## src/sv/assert_macros.svh

```systemverilog
// Assertion macros used by the parser RTL
`ifndef ASSERT_MACROS_SVH
`define ASSERT_MACROS_SVH
`ifndef NO_ASSERTIONS
// Property must hold at every clock edge out of reset
`define FJLP_ASSERT(lbl, clk, rst_n, prop, msg) \
    lbl: assert property (@(posedge clk) disable iff (!rst_n) prop) else $error(msg);
// Expression must never be true out of reset
`define FJLP_NEVER(lbl, clk, rst_n, expr, msg) \
    lbl: assert property (@(posedge clk) disable iff (!rst_n) !(expr)) else $error(msg);
`else
`define FJLP_ASSERT(lbl, clk, rst_n, prop, msg)
`define FJLP_NEVER(lbl, clk, rst_n, expr, msg)
`endif
`endif

```

## src/sv/fjlp_pkg.sv

```systemverilog
// Shared types, codes and helpers of the flat JSON line parser
package fjlp_pkg;

    // Result tags
    typedef enum logic [2:0] {
        TAG_KEY_BYTE = 3'd0,
        TAG_VAL_BYTE = 3'd1,
        TAG_KEY_END  = 3'd2,
        TAG_VAL_END  = 3'd3,
        TAG_DONE     = 3'd4,
        TAG_ERROR    = 3'd5
    } t_tag;

    // Error codes
    typedef enum logic [3:0] {
        ERR_NONE     = 4'd0,
        ERR_BRACE    = 4'd1,
        ERR_STRING   = 4'd2,
        ERR_ESCAPE   = 4'd3,
        ERR_HEX      = 4'd4,
        ERR_UNK_ESC  = 4'd5,
        ERR_UNTERM   = 4'd6,
        ERR_VALUE    = 4'd7,
        ERR_NESTED   = 4'd8,
        ERR_COLON    = 4'd9,
        ERR_COMMA    = 4'd10,
        ERR_TRAILING = 4'd11
    } t_err;

    localparam int unsigned MaxResults = 3;

    typedef struct packed {
        t_tag       tag;
        logic [7:0] out_byte;
        logic       quoted;
        t_err       code;
    } t_res;

    // Results of one input word, in order; cnt is how many are live
    typedef struct packed {
        logic [1:0]                 cnt;
        t_res [MaxResults-1:0]      res;
    } t_set;

    function automatic t_res mk_res(t_tag tag, logic [7:0] b, logic q, t_err code);
        t_res r;
        r.tag      = tag;
        r.out_byte = b;
        r.quoted   = q;
        r.code     = code;
        return r;
    endfunction

endpackage

```

## src/sv/fjlp_in_if.sv

```systemverilog
// Input channel: one line byte or an end-of-line mark per word
interface fjlp_in_if;
    logic       valid;
    logic       ready;
    logic       kind;
    logic [7:0] in_byte;

    modport source (output valid, output kind, output in_byte, input ready);
    modport sink   (input valid, input kind, input in_byte, output ready);
endinterface

```

## src/sv/fjlp_out_if.sv

```systemverilog
// Output channel: one parser result per word
interface fjlp_out_if;
    logic       valid;
    logic       ready;
    logic [2:0] tag;
    logic [7:0] out_byte;
    logic       quoted;
    logic [3:0] code;
    logic       last;

    modport source (output valid, output tag, output out_byte, output quoted,
                    output code, output last, input ready);
    modport sink   (input valid, input tag, input out_byte, input quoted,
                    input code, input last, output ready);
endinterface

```

## src/sv/fjlp_decode.sv

```systemverilog
// Input register, parser state and the single-pass decode of one word
module fjlp_decode (
    input  logic           i_clk,
    input  logic           i_rst_n,
    fjlp_in_if.sink        i_in,
    input  logic           i_take,
    output fjlp_pkg::t_set o_set,
    output logic           o_set_valid
);

    typedef enum logic [9:0] {
        PH_START   = 10'b00_0000_0001,
        PH_OPEN    = 10'b00_0000_0010,
        PH_KEYWAIT = 10'b00_0000_0100,
        PH_STR     = 10'b00_0000_1000,
        PH_ESC     = 10'b00_0001_0000,
        PH_HEX     = 10'b00_0010_0000,
        PH_COLON   = 10'b00_0100_0000,
        PH_VALUE   = 10'b00_1000_0000,
        PH_AFTER   = 10'b01_0000_0000,
        PH_CLOSED  = 10'b10_0000_0000
    } t_phase;

    localparam logic [7:0] ChLBrace = 8'h7B;
    localparam logic [7:0] ChRBrace = 8'h7D;
    localparam logic [7:0] ChLBrack = 8'h5B;
    localparam logic [7:0] ChQuote  = 8'h22;
    localparam logic [7:0] ChBslash = 8'h5C;
    localparam logic [7:0] ChSlash  = 8'h2F;
    localparam logic [7:0] ChColon  = 8'h3A;
    localparam logic [7:0] ChComma  = 8'h2C;
    localparam logic [7:0] ChB      = 8'h62;
    localparam logic [7:0] ChF      = 8'h66;
    localparam logic [7:0] ChN      = 8'h6E;
    localparam logic [7:0] ChR      = 8'h72;
    localparam logic [7:0] ChT      = 8'h74;
    localparam logic [7:0] ChU      = 8'h75;

    function automatic logic is_ws(logic [7:0] c);
        return (c == 8'h20) || (c >= 8'h09 && c <= 8'h0D);
    endfunction

    // {valid, nibble}
    function automatic logic [4:0] hex_digit(logic [7:0] c);
        logic [4:0] d;
        d = 5'd0;
        if (c >= 8'h30 && c <= 8'h39) begin
            d = {1'b1, 4'(c - 8'h30)};
        end else if (c >= 8'h61 && c <= 8'h66) begin
            d = {1'b1, 4'(c - 8'h57)};
        end else if (c >= 8'h41 && c <= 8'h46) begin
            d = {1'b1, 4'(c - 8'h37)};
        end
        return d;
    endfunction

    logic         r_in_valid;
    logic         r_kind;
    logic [7:0]   r_byte;

    t_phase       r_phase, n_phase;
    logic [11:0]  r_hex, n_hex;
    logic [1:0]   r_digits, n_digits;
    logic         r_in_key, n_in_key;
    logic         r_failed, n_failed;
    logic         r_tok, n_tok;

    fjlp_pkg::t_set n_set;
    fjlp_pkg::t_tag w_str_tag;
    logic [4:0]     w_hex;
    logic [15:0]    w_cp;
    logic           w_adv;

    assign w_adv       = r_in_valid && i_take;
    assign i_in.ready  = !r_in_valid || i_take;
    assign o_set_valid = r_in_valid;
    assign o_set       = n_set;

    assign w_str_tag = r_in_key ? fjlp_pkg::TAG_KEY_BYTE : fjlp_pkg::TAG_VAL_BYTE;
    assign w_hex     = hex_digit(r_byte);
    assign w_cp      = {r_hex, w_hex[3:0]};

    always_ff @(posedge i_clk) begin
        if (!i_rst_n) begin
            r_in_valid <= 1'b0;
        end else if (i_in.valid && i_in.ready) begin
            r_in_valid <= 1'b1;
        end else if (w_adv) begin
            r_in_valid <= 1'b0;
        end
    end

    always_ff @(posedge i_clk) begin
        if (i_in.valid && i_in.ready) begin
            r_kind <= i_in.kind;
            r_byte <= i_in.in_byte;
        end
    end

    always_ff @(posedge i_clk) begin
        if (!i_rst_n) begin
            r_phase  <= PH_START;
            r_hex    <= '0;
            r_digits <= '0;
            r_in_key <= 1'b0;
            r_failed <= 1'b0;
            r_tok    <= 1'b0;
        end else if (w_adv) begin
            r_phase  <= n_phase;
            r_hex    <= n_hex;
            r_digits <= n_digits;
            r_in_key <= n_in_key;
            r_failed <= n_failed;
            r_tok    <= n_tok;
        end
    end

    always_comb begin
        n_phase  = r_phase;
        n_hex    = r_hex;
        n_digits = r_digits;
        n_in_key = r_in_key;
        n_failed = r_failed;
        n_tok    = r_tok;
        n_set    = '0;

        if (r_kind) begin
            // End of line: report the outcome unless already failed, then restart
            if (!r_failed) begin
                n_set.cnt = 2'd1;
                unique case (r_phase)
                    PH_START: begin
                        n_set.res[0] = fjlp_pkg::mk_res(fjlp_pkg::TAG_ERROR, 8'h00, 1'b0,
                                                        fjlp_pkg::ERR_BRACE);
                    end
                    PH_OPEN, PH_KEYWAIT: begin
                        n_set.res[0] = fjlp_pkg::mk_res(fjlp_pkg::TAG_ERROR, 8'h00, 1'b0,
                                                        fjlp_pkg::ERR_STRING);
                    end
                    PH_STR: begin
                        n_set.res[0] = fjlp_pkg::mk_res(fjlp_pkg::TAG_ERROR, 8'h00, 1'b0,
                                                        fjlp_pkg::ERR_UNTERM);
                    end
                    PH_ESC: begin
                        n_set.res[0] = fjlp_pkg::mk_res(fjlp_pkg::TAG_ERROR, 8'h00, 1'b0,
                                                        fjlp_pkg::ERR_ESCAPE);
                    end
                    PH_HEX: begin
                        n_set.res[0] = fjlp_pkg::mk_res(fjlp_pkg::TAG_ERROR, 8'h00, 1'b0,
                                                        fjlp_pkg::ERR_HEX);
                    end
                    PH_COLON: begin
                        n_set.res[0] = fjlp_pkg::mk_res(fjlp_pkg::TAG_ERROR, 8'h00, 1'b0,
                                                        fjlp_pkg::ERR_COLON);
                    end
                    PH_VALUE: begin
                        if (r_tok) begin
                            n_set.cnt    = 2'd2;
                            n_set.res[0] = fjlp_pkg::mk_res(fjlp_pkg::TAG_VAL_END, 8'h00,
                                                            1'b0, fjlp_pkg::ERR_NONE);
                            n_set.res[1] = fjlp_pkg::mk_res(fjlp_pkg::TAG_ERROR, 8'h00,
                                                            1'b0, fjlp_pkg::ERR_COMMA);
                        end else begin
                            n_set.res[0] = fjlp_pkg::mk_res(fjlp_pkg::TAG_ERROR, 8'h00,
                                                            1'b0, fjlp_pkg::ERR_VALUE);
                        end
                    end
                    PH_AFTER: begin
                        n_set.res[0] = fjlp_pkg::mk_res(fjlp_pkg::TAG_ERROR, 8'h00, 1'b0,
                                                        fjlp_pkg::ERR_COMMA);
                    end
                    PH_CLOSED: begin
                        n_set.res[0] = fjlp_pkg::mk_res(fjlp_pkg::TAG_DONE, 8'h00, 1'b0,
                                                        fjlp_pkg::ERR_NONE);
                    end
                    default: begin
                        n_set.res[0] = fjlp_pkg::mk_res(fjlp_pkg::TAG_ERROR, 8'h00, 1'b0,
                                                        fjlp_pkg::ERR_BRACE);
                    end
                endcase
            end
            n_phase  = PH_START;
            n_hex    = '0;
            n_digits = '0;
            n_in_key = 1'b0;
            n_failed = 1'b0;
            n_tok    = 1'b0;
        end else if (!r_failed) begin
            unique case (r_phase)
                PH_START: begin
                    if (!is_ws(r_byte)) begin
                        if (r_byte == ChLBrace) begin
                            n_phase = PH_OPEN;
                        end else begin
                            n_set.cnt    = 2'd1;
                            n_set.res[0] = fjlp_pkg::mk_res(fjlp_pkg::TAG_ERROR, 8'h00, 1'b0,
                                                            fjlp_pkg::ERR_BRACE);
                            n_failed     = 1'b1;
                        end
                    end
                end
                PH_OPEN, PH_KEYWAIT: begin
                    if (!is_ws(r_byte)) begin
                        if (r_phase == PH_OPEN && r_byte == ChRBrace) begin
                            n_phase = PH_CLOSED;
                        end else if (r_byte == ChQuote) begin
                            n_in_key = 1'b1;
                            n_phase  = PH_STR;
                        end else begin
                            n_set.cnt    = 2'd1;
                            n_set.res[0] = fjlp_pkg::mk_res(fjlp_pkg::TAG_ERROR, 8'h00, 1'b0,
                                                            fjlp_pkg::ERR_STRING);
                            n_failed     = 1'b1;
                        end
                    end
                end
                PH_STR: begin
                    if (r_byte == ChQuote) begin
                        n_set.cnt = 2'd1;
                        if (r_in_key) begin
                            n_set.res[0] = fjlp_pkg::mk_res(fjlp_pkg::TAG_KEY_END, 8'h00, 1'b0,
                                                            fjlp_pkg::ERR_NONE);
                            n_phase      = PH_COLON;
                        end else begin
                            n_set.res[0] = fjlp_pkg::mk_res(fjlp_pkg::TAG_VAL_END, 8'h00, 1'b1,
                                                            fjlp_pkg::ERR_NONE);
                            n_phase      = PH_AFTER;
                        end
                        n_in_key = 1'b0;
                    end else if (r_byte == ChBslash) begin
                        n_phase = PH_ESC;
                    end else begin
                        n_set.cnt    = 2'd1;
                        n_set.res[0] = fjlp_pkg::mk_res(w_str_tag, r_byte, 1'b0,
                                                        fjlp_pkg::ERR_NONE);
                    end
                end
                PH_ESC: begin
                    n_phase   = PH_STR;
                    n_set.cnt = 2'd1;
                    unique case (r_byte)
                        ChQuote, ChBslash, ChSlash: begin
                            n_set.res[0] = fjlp_pkg::mk_res(w_str_tag, r_byte, 1'b0,
                                                            fjlp_pkg::ERR_NONE);
                        end
                        ChB: begin
                            n_set.res[0] = fjlp_pkg::mk_res(w_str_tag, 8'h08, 1'b0,
                                                            fjlp_pkg::ERR_NONE);
                        end
                        ChF: begin
                            n_set.res[0] = fjlp_pkg::mk_res(w_str_tag, 8'h0C, 1'b0,
                                                            fjlp_pkg::ERR_NONE);
                        end
                        ChN: begin
                            n_set.res[0] = fjlp_pkg::mk_res(w_str_tag, 8'h0A, 1'b0,
                                                            fjlp_pkg::ERR_NONE);
                        end
                        ChR: begin
                            n_set.res[0] = fjlp_pkg::mk_res(w_str_tag, 8'h0D, 1'b0,
                                                            fjlp_pkg::ERR_NONE);
                        end
                        ChT: begin
                            n_set.res[0] = fjlp_pkg::mk_res(w_str_tag, 8'h09, 1'b0,
                                                            fjlp_pkg::ERR_NONE);
                        end
                        ChU: begin
                            n_set.cnt = 2'd0;
                            n_hex     = '0;
                            n_digits  = '0;
                            n_phase   = PH_HEX;
                        end
                        default: begin
                            n_set.res[0] = fjlp_pkg::mk_res(fjlp_pkg::TAG_ERROR, 8'h00, 1'b0,
                                                            fjlp_pkg::ERR_UNK_ESC);
                            n_failed     = 1'b1;
                        end
                    endcase
                end
                PH_HEX: begin
                    if (!w_hex[4]) begin
                        n_set.cnt    = 2'd1;
                        n_set.res[0] = fjlp_pkg::mk_res(fjlp_pkg::TAG_ERROR, 8'h00, 1'b0,
                                                        fjlp_pkg::ERR_HEX);
                        n_failed     = 1'b1;
                    end else if (r_digits == 2'd3) begin
                        // Fourth digit: encode the code point as UTF-8
                        if (w_cp < 16'h0080) begin
                            n_set.cnt    = 2'd1;
                            n_set.res[0] = fjlp_pkg::mk_res(w_str_tag, w_cp[7:0], 1'b0,
                                                            fjlp_pkg::ERR_NONE);
                        end else if (w_cp < 16'h0800) begin
                            n_set.cnt    = 2'd2;
                            n_set.res[0] = fjlp_pkg::mk_res(w_str_tag, {3'b110, w_cp[10:6]},
                                                            1'b0, fjlp_pkg::ERR_NONE);
                            n_set.res[1] = fjlp_pkg::mk_res(w_str_tag, {2'b10, w_cp[5:0]},
                                                            1'b0, fjlp_pkg::ERR_NONE);
                        end else begin
                            n_set.cnt    = 2'd3;
                            n_set.res[0] = fjlp_pkg::mk_res(w_str_tag, {4'b1110, w_cp[15:12]},
                                                            1'b0, fjlp_pkg::ERR_NONE);
                            n_set.res[1] = fjlp_pkg::mk_res(w_str_tag, {2'b10, w_cp[11:6]},
                                                            1'b0, fjlp_pkg::ERR_NONE);
                            n_set.res[2] = fjlp_pkg::mk_res(w_str_tag, {2'b10, w_cp[5:0]},
                                                            1'b0, fjlp_pkg::ERR_NONE);
                        end
                        n_hex    = '0;
                        n_digits = '0;
                        n_phase  = PH_STR;
                    end else begin
                        n_hex    = {r_hex[7:0], w_hex[3:0]};
                        n_digits = r_digits + 2'd1;
                    end
                end
                PH_COLON: begin
                    if (!is_ws(r_byte)) begin
                        if (r_byte == ChColon) begin
                            n_phase = PH_VALUE;
                            n_tok   = 1'b0;
                        end else begin
                            n_set.cnt    = 2'd1;
                            n_set.res[0] = fjlp_pkg::mk_res(fjlp_pkg::TAG_ERROR, 8'h00, 1'b0,
                                                            fjlp_pkg::ERR_COLON);
                            n_failed     = 1'b1;
                        end
                    end
                end
                PH_VALUE: begin
                    if (!r_tok) begin
                        if (is_ws(r_byte)) begin
                            n_phase = PH_VALUE;
                        end else if (r_byte == ChQuote) begin
                            n_in_key = 1'b0;
                            n_phase  = PH_STR;
                        end else if (r_byte == ChComma || r_byte == ChRBrace) begin
                            n_set.cnt    = 2'd1;
                            n_set.res[0] = fjlp_pkg::mk_res(fjlp_pkg::TAG_ERROR, 8'h00, 1'b0,
                                                            fjlp_pkg::ERR_VALUE);
                            n_failed     = 1'b1;
                        end else if (r_byte == ChLBrace || r_byte == ChLBrack) begin
                            n_set.cnt    = 2'd1;
                            n_set.res[0] = fjlp_pkg::mk_res(fjlp_pkg::TAG_ERROR, 8'h00, 1'b0,
                                                            fjlp_pkg::ERR_NESTED);
                            n_failed     = 1'b1;
                        end else begin
                            n_tok        = 1'b1;
                            n_set.cnt    = 2'd1;
                            n_set.res[0] = fjlp_pkg::mk_res(fjlp_pkg::TAG_VAL_BYTE, r_byte,
                                                            1'b0, fjlp_pkg::ERR_NONE);
                        end
                    end else if (r_byte == ChComma || r_byte == ChRBrace || is_ws(r_byte)) begin
                        // Bare token ends; the delimiter takes effect at once
                        n_set.cnt    = 2'd1;
                        n_set.res[0] = fjlp_pkg::mk_res(fjlp_pkg::TAG_VAL_END, 8'h00, 1'b0,
                                                        fjlp_pkg::ERR_NONE);
                        n_tok        = 1'b0;
                        if (r_byte == ChComma) begin
                            n_phase = PH_KEYWAIT;
                        end else if (r_byte == ChRBrace) begin
                            n_phase = PH_CLOSED;
                        end else begin
                            n_phase = PH_AFTER;
                        end
                    end else begin
                        n_set.cnt    = 2'd1;
                        n_set.res[0] = fjlp_pkg::mk_res(fjlp_pkg::TAG_VAL_BYTE, r_byte, 1'b0,
                                                        fjlp_pkg::ERR_NONE);
                    end
                end
                PH_AFTER: begin
                    if (!is_ws(r_byte)) begin
                        if (r_byte == ChComma) begin
                            n_phase = PH_KEYWAIT;
                        end else if (r_byte == ChRBrace) begin
                            n_phase = PH_CLOSED;
                        end else begin
                            n_set.cnt    = 2'd1;
                            n_set.res[0] = fjlp_pkg::mk_res(fjlp_pkg::TAG_ERROR, 8'h00, 1'b0,
                                                            fjlp_pkg::ERR_COMMA);
                            n_failed     = 1'b1;
                        end
                    end
                end
                PH_CLOSED: begin
                    if (!is_ws(r_byte)) begin
                        n_set.cnt    = 2'd1;
                        n_set.res[0] = fjlp_pkg::mk_res(fjlp_pkg::TAG_ERROR, 8'h00, 1'b0,
                                                        fjlp_pkg::ERR_TRAILING);
                        n_failed     = 1'b1;
                    end
                end
                default: begin
                    n_set.cnt    = 2'd1;
                    n_set.res[0] = fjlp_pkg::mk_res(fjlp_pkg::TAG_ERROR, 8'h00, 1'b0,
                                                    fjlp_pkg::ERR_BRACE);
                    n_failed     = 1'b1;
                end
            endcase
        end
    end

endmodule

```

## src/sv/fjlp_outq.sv

```systemverilog
// Result register: holds one word's results and hands them out one at a time
`include "assert_macros.svh"

module fjlp_outq (
    input  logic           i_clk,
    input  logic           i_rst_n,
    input  fjlp_pkg::t_set i_set,
    input  logic           i_set_valid,
    output logic           o_take,
    fjlp_out_if.source     o_res
);

    fjlp_pkg::t_res [fjlp_pkg::MaxResults-1:0] r_res;
    logic [1:0]     r_cnt;
    logic [1:0]     r_idx;
    logic           r_valid;

    fjlp_pkg::t_res w_cur;
    logic           w_is_last;
    logic           w_last_out;
    logic           w_load;

    assign w_cur      = r_res[r_idx];
    assign w_is_last  = (r_idx == r_cnt - 2'd1);
    assign w_last_out = r_valid && o_res.ready && w_is_last;
    assign o_take     = !r_valid || w_last_out;
    // Words that cause no result are dropped here
    assign w_load     = i_set_valid && o_take && (i_set.cnt != 2'd0);

    always_ff @(posedge i_clk) begin
        if (!i_rst_n) begin
            r_valid <= 1'b0;
            r_idx   <= '0;
        end else if (w_load) begin
            r_valid <= 1'b1;
            r_idx   <= '0;
        end else if (w_last_out) begin
            r_valid <= 1'b0;
            r_idx   <= '0;
        end else if (r_valid && o_res.ready) begin
            r_idx   <= r_idx + 2'd1;
        end
    end

    always_ff @(posedge i_clk) begin
        if (w_load) begin
            r_res <= i_set.res;
            r_cnt <= i_set.cnt;
        end
    end

    assign o_res.valid    = r_valid;
    assign o_res.tag      = w_cur.tag;
    assign o_res.out_byte = w_cur.out_byte;
    assign o_res.quoted   = w_cur.quoted;
    assign o_res.code     = w_cur.code;
    assign o_res.last     = w_is_last;

    `FJLP_NEVER(a_cnt_nonzero, i_clk, i_rst_n, r_valid && r_cnt == 2'd0, "empty result set held")
    `FJLP_NEVER(a_idx_in_range, i_clk, i_rst_n, r_valid && r_idx >= r_cnt, "result index overrun")
    `FJLP_ASSERT(a_stall_holds, i_clk, i_rst_n, r_valid && !o_res.ready |=> r_valid && $stable(r_idx), "stalled result moved")
    `FJLP_NEVER(a_no_overwrite, i_clk, i_rst_n, w_load && r_valid && !w_last_out, "result set overwritten")

endmodule

```

## src/sv/flat_json_line_parser_unit.sv

```systemverilog
// Top level of the flat JSON line parser
//
// Streams one text line per object of the form {"key":value,...}. Each word on
// i_in is either a line byte (kind = 0) or an end-of-line mark (kind = 1).
// Results leave on o_res: decoded key and value bytes with escapes undone
// (a \u escape gives one to three UTF-8 bytes), key-end and value-end marks,
// and a single done or error word closing each line. After an error, bytes
// are dropped without result until the end-of-line mark restarts the parser.
//
// A word accepted on i_in sits in the input register, is decoded in one pass
// and lands in the result register once that can take the whole set; its
// results are then offered from there. Throughput is one input word per cycle
// while each word causes at most one result and o_res is not stalled; a word
// with more results (a \u escape up to three, the end of a line inside a bare
// token two) holds the result register until its last result is taken; input
// ready stays low meanwhile once the next word waits in the input register.
//
// Reset (synchronous, active low) empties both registers and puts the parser
// back to waiting for the opening brace. When the receiver stalls, the current
// result holds and, once the input register is also full, i_in.ready falls.
module flat_json_line_parser_unit (
    input  logic       i_clk,
    input  logic       i_rst_n,
    fjlp_in_if.sink    i_in,
    fjlp_out_if.source o_res
);

    fjlp_pkg::t_set w_set;
    logic           w_set_valid;
    logic           w_take;

    // Input register and the decode of one word against the parser state
    fjlp_decode u_decode (
        .i_clk       (i_clk),
        .i_rst_n     (i_rst_n),
        .i_in        (i_in),
        .i_take      (w_take),
        .o_set       (w_set),
        .o_set_valid (w_set_valid)
    );

    // Result register; advances the decode only when it can take the whole set
    fjlp_outq u_outq (
        .i_clk       (i_clk),
        .i_rst_n     (i_rst_n),
        .i_set       (w_set),
        .i_set_valid (w_set_valid),
        .o_take      (w_take),
        .o_res       (o_res)
    );

endmodule
```

## src/flat_wrapper.sv

```systemverilog
// flat-port wrapper written by rule: the top's interface ports become plain ports
module flat_json_line_parser_unit_flat 
  (i_clk, i_rst_n, i_in_valid, i_in_kind, i_in_in_byte, i_in_ready, o_res_valid, o_res_tag, o_res_out_byte, o_res_quoted, o_res_code, o_res_last, o_res_ready);
  fjlp_in_if i_in_i ();
  fjlp_out_if o_res_i ();
  input  logic i_clk;
  input  logic i_rst_n;
  input wire logic [$bits(i_in_i.valid)-1:0] i_in_valid;
  input wire logic [$bits(i_in_i.kind)-1:0] i_in_kind;
  input wire logic [$bits(i_in_i.in_byte)-1:0] i_in_in_byte;
  output wire logic [$bits(i_in_i.ready)-1:0] i_in_ready;
  output wire logic [$bits(o_res_i.valid)-1:0] o_res_valid;
  output wire logic [$bits(o_res_i.tag)-1:0] o_res_tag;
  output wire logic [$bits(o_res_i.out_byte)-1:0] o_res_out_byte;
  output wire logic [$bits(o_res_i.quoted)-1:0] o_res_quoted;
  output wire logic [$bits(o_res_i.code)-1:0] o_res_code;
  output wire logic [$bits(o_res_i.last)-1:0] o_res_last;
  input wire logic [$bits(o_res_i.ready)-1:0] o_res_ready;
  assign i_in_i.valid = i_in_valid;
  assign i_in_i.kind = i_in_kind;
  assign i_in_i.in_byte = i_in_in_byte;
  assign i_in_ready = i_in_i.ready;
  assign o_res_valid = o_res_i.valid;
  assign o_res_tag = o_res_i.tag;
  assign o_res_out_byte = o_res_i.out_byte;
  assign o_res_quoted = o_res_i.quoted;
  assign o_res_code = o_res_i.code;
  assign o_res_last = o_res_i.last;
  assign o_res_i.ready = o_res_ready;
  flat_json_line_parser_unit u_core (.i_clk(i_clk), .i_rst_n(i_rst_n), .i_in(i_in_i), .o_res(o_res_i));
endmodule
```

## config.mk

```make
export PLATFORM = sky130hd
export DESIGN_NAME = flat_json_line_parser_unit_flat
export DESIGN_NICKNAME = d
export VERILOG_FILES = /design/src/sv/fjlp_pkg.sv /design/src/sv/fjlp_in_if.sv /design/src/sv/fjlp_out_if.sv /design/src/sv/fjlp_decode.sv /design/src/sv/fjlp_outq.sv /design/src/sv/flat_json_line_parser_unit.sv /design/src/flat_wrapper.sv
export VERILOG_INCLUDE_DIRS = /design/src /design/src/sv
export SDC_FILE = /design/constraint.sdc
export NUM_CORES = 1
export LEC_CHECK = 0
export BUFFER_PORTS_ARGS = -buffer_cell sky130_fd_sc_hd__buf_4
export CAP_MARGIN = 5
export CORE_MARGIN = 2
export CORE_UTILIZATION = 45
export CTS_CLUSTER_SIZE = 28
export DETAILED_ROUTE_END_ITERATION = 8
export GPL_TIMING_DRIVEN = 0
export PLACE_DENSITY = 0.71
export REMOVE_ABC_BUFFERS = 1
export SLEW_MARGIN = 25
export SYNTH_ARGS = -nofsm -noshare
export SYNTH_HDL_FRONTEND = slang
export SYNTH_SLANG_ARGS = --single-unit
```

## constraint.sdc

```tcl
create_clock -name i_clk -period 4.7 [get_ports i_clk]
set_input_delay 0.47 -clock i_clk [delete_from_list [all_inputs] [get_ports i_clk]]
set_output_delay 0.47 -clock i_clk [all_outputs]
set_load 0.02 [all_outputs]
```

==> results.cfg, run 1 <==
[cts]
clock_latency_ps = 370
holdBufCountCts = 0
cts.sinks = 75
post_cts_resized = 0
tritoncts = built
clk_pin_slew_ps = 90
cts-buffers-inserted = 9
cts_setup_buffers = 0
htreeDepth = 3
cts-root-buf = clkbuf_8
cts_buffer_depth = 2

[timing]
max-slew-margin-rel_pct = 38.3
grt_setup_unrepaired = no
drv_slew = 0
report.final.hold_viol_count = 0
timing.final.crit_period_ps = 3990
fin_crit_sh_pct = 84.8
clock.fmax_mhz = 251
tightest_slew_ps = 917
fin_skew_ps = 13.0
setup_violations = 0
setup_ws_ps = 712

[hold_path]
min_path_cells = 1
hp-class = input port to flip-flop
hp-start = i_in_in_byte[4]
hold-path-endpoint = u_core.u_decode.r_byte[4]

[global_routing]
grt_pass1_wl_microns = 21900
grtUsageTotal_pct = 23.6
grt_max_degree = 26
grt_pass1_vias = 4224
grt_overflow = 0
grt_antenna_before_repair = 0

[placed_design]
dpl_cell_area_sq_um = 5310
hpwl_microns = 10100
dp_slack_ps = 732
io_buffers = 31
place_inst = 701
globalplace.congestion = 0.981

[logic_synthesis]
synth_fa_ha_area_share_pct = 1.49
synthTopCellsByArea = edfxtp_1 (26%), dfxtp_1 (12%), nand2_1 (4.0%)
synth.area.mux_share_pct = 2.77
syn_area_sq_um = 5050
seq_area_frac_synth_pct = 38.4
yosysTopAreaCellShare_pct = 26.2
synth-xor-area-share_pct = 1.21
synth_warnings = 0
synth_most_common_cell = nand2_1
ys_types = 88
synthTopCellsByCount = nand2_1 (54), nor2_1 (51), edfxtp_1 (44), a21oi_1 (33), dfxtp_1 (31)
synth_cells = 566
async_flop_share_pct = 0
yosys.area_share.simple_pct = 29.3
syn_area_per_cell_sq_um = 8.92
synth-compound-area-share_pct = 22.3
synth_top_flop_cell = edfxtp_1
yosysTopAreaCell = edfxtp_1
synth_edf_count = 44
synth_top_family_by_area = simple AND/OR/NAND/NOR gates
synth_seq_cells = 75

[worst_setup_path]
rr_worst_depth = 8
r2r_slack_ps = 710
critPathRequiredTime_ps = 4780
crit_arrival_ps = 4060
critPathKind = flip-flop to flip-flop
worstReg2RegStart = u_core.u_decode.r_phase[2]
r2r_end = u_core.u_outq.r_res[8]
cp_max_fo = 16
end_kind = flip-flop
start_kind = flip-flop

[drt]
vias = 4585
wl_microns = 13700
drc = 0
ant_nets = 0
vias_per_cell = 6.39
drt_iter0_drc = 449
wl_per_cell_microns = 19.2
first_pass_iters = 5

[cells_and_area]
n_antenna_cell = 0
final_cell_area_sq_um = 5530
area_delta_synth_final_pct = 9.41
fillCellCount = 1040
drive_gt1_share_pct = 14.2
num-nets-final = 591
stdcell_count = 717

[run_status]
status = complete, no violations

[floorplan]
rows = 38
pin_count = 32
die_w_microns = 110
coreArea_sq_um = 10900
dieArea_sq_um = 12100
die_y_microns = 110
start_util_pct = 46.4

[pwr]
ir_drop_mv = 0.161
leakagePower_nw = 1.93
power.density_nw_per_um2 = 263

[flow_run]
drv_cap = 0
-- area by class of cell --
| cell class | count | area (sq um) | area share [%] |
|---|---|---|---|
| inverters | 12 | 45.0 | 0.815 |
| flip-flops and latches | 75 | 1940 | 35.1 |
| multi-input cells | 441 | 2900 | 52.5 |
| clock buffers | 9 | 124 | 2.24 |
| well taps | 140 | 175 | 3.17 |
| repair buffers | 33 | 255 | 4.62 |
| clock inverters | 7 | 83.8 | 1.52 |
-- registers in the layout, summed over array words and instances (netlist names) --
signal	flops
u_core.u_outq.o_res.valid	1
u_core.u_decode.o_set_valid	1
u_core.u_decode.r_kind	1
u_core.u_outq.r_idx	2
u_core.u_decode.r_tok	1
u_core.u_decode.r_in_key	1
u_core.u_decode.r_byte	8
u_core.u_outq.r_res	33
u_core.u_decode.r_phase	10
u_core.u_decode.r_failed	1
u_core.u_decode.r_hex	12
u_core.u_decode.r_digits	2
u_core.u_outq.r_cnt	2
-- cells in the final DEF, fill, tap and decap left out, types with 5 or more instances in the layout --
master    instances
mux2i_1          14
o211ai_1          7
nand4b_1          7
ha_1              6
a21boi_0          5
nand2_1          54
o22ai_1           6
nor4_1            5
a22o_1            7
nor3b_1           7
nor3_1           10
edfxtp_1         44
and2_1           15
clkbuf_8          9
nand3_1          18
a21oi_1          32
inv_1            10
nor2_1           51
or2_2             5
xor2_1            5
and3_1            7
a22oi_1          15
or3_1             6
o21ai_0          29
nor2b_1          20
nand2b_1          9
a31oi_1           7
dfxtp_1          31
buf_4            31
-- metal layers --
| metal | global-route usage (%) | up-vias | routed length [microns] | share of wire (%) |
|---|---|---|---|---|
| met5 | 0 | - | 0 | 0 |
| met4 | 8.41 | 0 | 274 | 2.0 |
| met3 | 5.10 | 29 | 1070 | 7.8 |
| met2 | 35.5 | 238 | 6160 | 45 |
| met1 | 33.3 | 2173 | 6230 | 45 |
| li1 | - | 2145 | - | - |
-- per-stage QoR --
step	utilization [%]	hold WS (ps)	TNS [ps]	power, W
floorplan	-	444	0	0.000870
global placement	48.5	454	-12100	0.000931
detailed placement	48.8	476	0	0.000939
CTS	50.7	261	0	0.00146
global route	50.8	250	0	0.00151
finish	50.8	270	0	0.00146
-- critical path, stage by stage, from the launching register on --
cell,delay [ps]
dfxtp_1,500
nor4_2,830
nand3_1,370
or2_2,410
a31oi_1,370
nor4_4,120
a211oi_4,640
buf_6,270
buf_6,180
-- kinds of logic after synthesis --
logic type	after synthesis
AO/OA/AOI/OAI	160
adder cells (fa/ha/maj)	6
flip-flops	75
AND/OR/NAND/NOR	254
multiplexers	14
buffers and inverters	50
XOR/XNOR	7
-- power by group --
part / switching [W] / internal [W]
Clock: 0.000274 / 0.000255
Sequential: 0.0000302 / 0.000724
Combinational: 0.000104 / 0.0000680
Total: 0.000408 / 0.00105
-- worst max path at each step --
stage / startpoint / to / depth (start not counted)
2_1_floorplan: u_core.u_decode.r_byte[0] / u_core.u_outq.r_cnt[0] / 7
3_3_place_gp: u_core.u_decode.r_phase[2] / u_core.u_outq.r_res[9] / 6
3_5_place_dp: u_core.u_decode.r_phase[2] / u_core.u_outq.r_res[9] / 8
4_1_cts: u_core.u_decode.r_phase[2] / u_core.u_outq.r_res[37] / 8
5_1_grt: u_core.u_decode.r_phase[2] / u_core.u_outq.r_res[37] / 8
6_report: u_core.u_decode.r_phase[2] / u_core.u_outq.r_res[8] / 8
Note: power is estimated with default switching activity, not from simulation.
==> inputs of run 2 (changes only) <==
==> constraint.sdc (replaced) <==
create_clock -name i_clk -period 4.16 [get_ports i_clk]
set_input_delay 0.416 -clock i_clk [delete_from_list [all_inputs] [get_ports i_clk]]
set_output_delay 0.416 -clock i_clk [all_outputs]
set_load 0.02 [all_outputs]
==> results.cfg, run 2 (synthesis gave the netlist of run 1 again) <==
[run_status]
status = complete, no violations

[global_routing]
grt_pass1_wl_microns = 21900
grt_overflow = 0
grt_pass1_vias = 4224
grt_antenna_before_repair = 0
grt_max_degree = 26
grtUsageTotal_pct = 23.6

[placed_design]
dpl_cell_area_sq_um = 5310
io_buffers = 31
hpwl_microns = 10100
globalplace.congestion = 0.981
place_inst = 701

[pwr]
p_comb_share_pct = 11.9
p_sw_w = 0.000463
internal-power_w = 0.00118
ir_drop_mv = 0.181
swShare_pct = 28.1
power.density_nw_per_um2 = 297
clkPwrFrac_pct = 36.4
leakagePower_nw = 1.93
pwr-share-seq_pct = 51.8

[floorplan]
rows = 38
die_y_microns = 110
start_util_pct = 46.4
pin_count = 32
coreArea_sq_um = 10900
dieArea_sq_um = 12100
die_w_microns = 110

[worst_setup_path]
crit_arrival_ps = 3850
r2r_slack_ps = 390
end_kind = flip-flop
cp_max_fo = 15
critPathRequiredTime_ps = 4240
critPathKind = flip-flop to flip-flop
start_kind = flip-flop

[timing]
drv_slew = 0
timing.final.crit_period_ps = 3770
report.final.hold_viol_count = 0
setup_violations = 0
max-slew-margin-rel_pct = 41.9
fin_skew_ps = 13.8
clock.fmax_mhz = 265
fin_crit_sh_pct = 90.7
grt_setup_unrepaired = no
tightest_slew_ps = 870

[cts]
tritoncts = built
clock_latency_ps = 370
clk_pin_slew_ps = 100
cts-root-buf = clkbuf_8
htreeDepth = 3
cts.sinks = 75
cts_buffer_depth = 2
cts-buffers-inserted = 9
cts_setup_buffers = 0

[cells_and_area]
top_regs = u_core.u_outq.r_res: 33 flops, u_core.u_decode.r_hex: 12 flops, u_core.u_decode.r_phase: 10 flops
drive_gt1_share_pct = 14.2
final_cell_mix = nand2_1 (54), nor2_1 (51), edfxtp_1 (44)
top_register = u_core.u_outq.r_res
final_cell_area_sq_um = 5540
final_common_cell = nand2_1
stdcell_count = 717
num-nets-final = 591
n_antenna_cell = 0
area_delta_synth_final_pct = 9.59
largest_reg_flops = 33

[drt]
vias = 4570
vias_per_cell = 6.37
wl_per_cell_microns = 19.1
first_pass_iters = 5
drt_iter0_drc = 449
ant_nets = 0
drc = 0
wl_microns = 13700

[hold_path]
hp-class = input port to flip-flop

[flow_run]
drv_cap = 0
run 2: cell count changes in the layout (fill, tap and decap cells not counted):
| cell | change |
|---|---|
| nor4_4 | +1 |
| nor4_2 | -1 |
run 2: metal layers:
metal | global-route usage [%] | vias up | share of wire, %
li1 | - | 2148 | -
met1 | 33.3 | 2170 | 46
met2 | 35.5 | 225 | 45
met3 | 5.10 | 27 | 7.6
met4 | 8.41 | 0 | 1.8
met5 | 0 | - | 0
run 2: timing repair:
item	in CTS	in global routing
hold buffers	0	0
setup endpoints to repair	0	11
resized for setup	0	1
run 2: worst max-delay path, stage by stage, from the launching register on:
cell and delay, ps:
edfxtp_1 530, inv_1 160, ha_1 350, nor3b_1 150
o31ai_4 370, nand3_1 160, or4_4 650, a211oi_4 650
buf_6 270, buf_6 180
run 2: power by group through the flow:
stage | registers [W] | clock network, W | logic (W)
final | 0.000852 | 0.000599 | 0.000195
after global routing | 0.000857 | 0.000641 | 0.000212
after CTS | 0.000851 | 0.000607 | 0.000193
after detailed placement | 0.000868 | 0 | 0.000192
after global placement | 0.000869 | 0 | 0.000183
after floorplan | 0.000860 | 0 | 0.000123
run 2: metrics by stage:
step / utilization [%] / hold slack [ps] / setup WS [ps] / TNS [ps] / power, W
after global routing: 50.8 / 196 / 190 / 0 / 0.00171
after floorplan: - / 444 / 126 / 0 / 0.000983
after detailed placement: 48.8 / 476 / 192 / 0 / 0.00106
after CTS: 50.7 / 207 / 169 / 0 / 0.00165
final: 50.8 / 213 / 388 / 0 / 0.00165
after global placement: 48.5 / 454 / -875 / -32080 / 0.00105
run 2: cell type report:
cell class | count | area [sq um]
repair buffers | 33 | 255
well taps | 140 | 175
multi-input cells | 441 | 2910
fillers | 1039 | 5350
clock buffers | 9 | 124
flip-flops and latches | 75 | 1940
clock inverters | 7 | 83.8
inverters | 12 | 45.0
run 2: worst paths after layout:
check / start / end / cells after the start
hold / removal: i_in_in_byte[4] / u_core.u_decode.r_byte[4] / 1
setup / recovery: u_core.u_decode.r_byte[1] / u_core.u_outq.r_res[8] / 9
hold reg to reg: u_core.u_decode.r_digits[0] / u_core.u_decode.r_digits[0] / 2
setup reg to reg: u_core.u_decode.r_byte[1] / u_core.u_outq.r_res[8] / 9
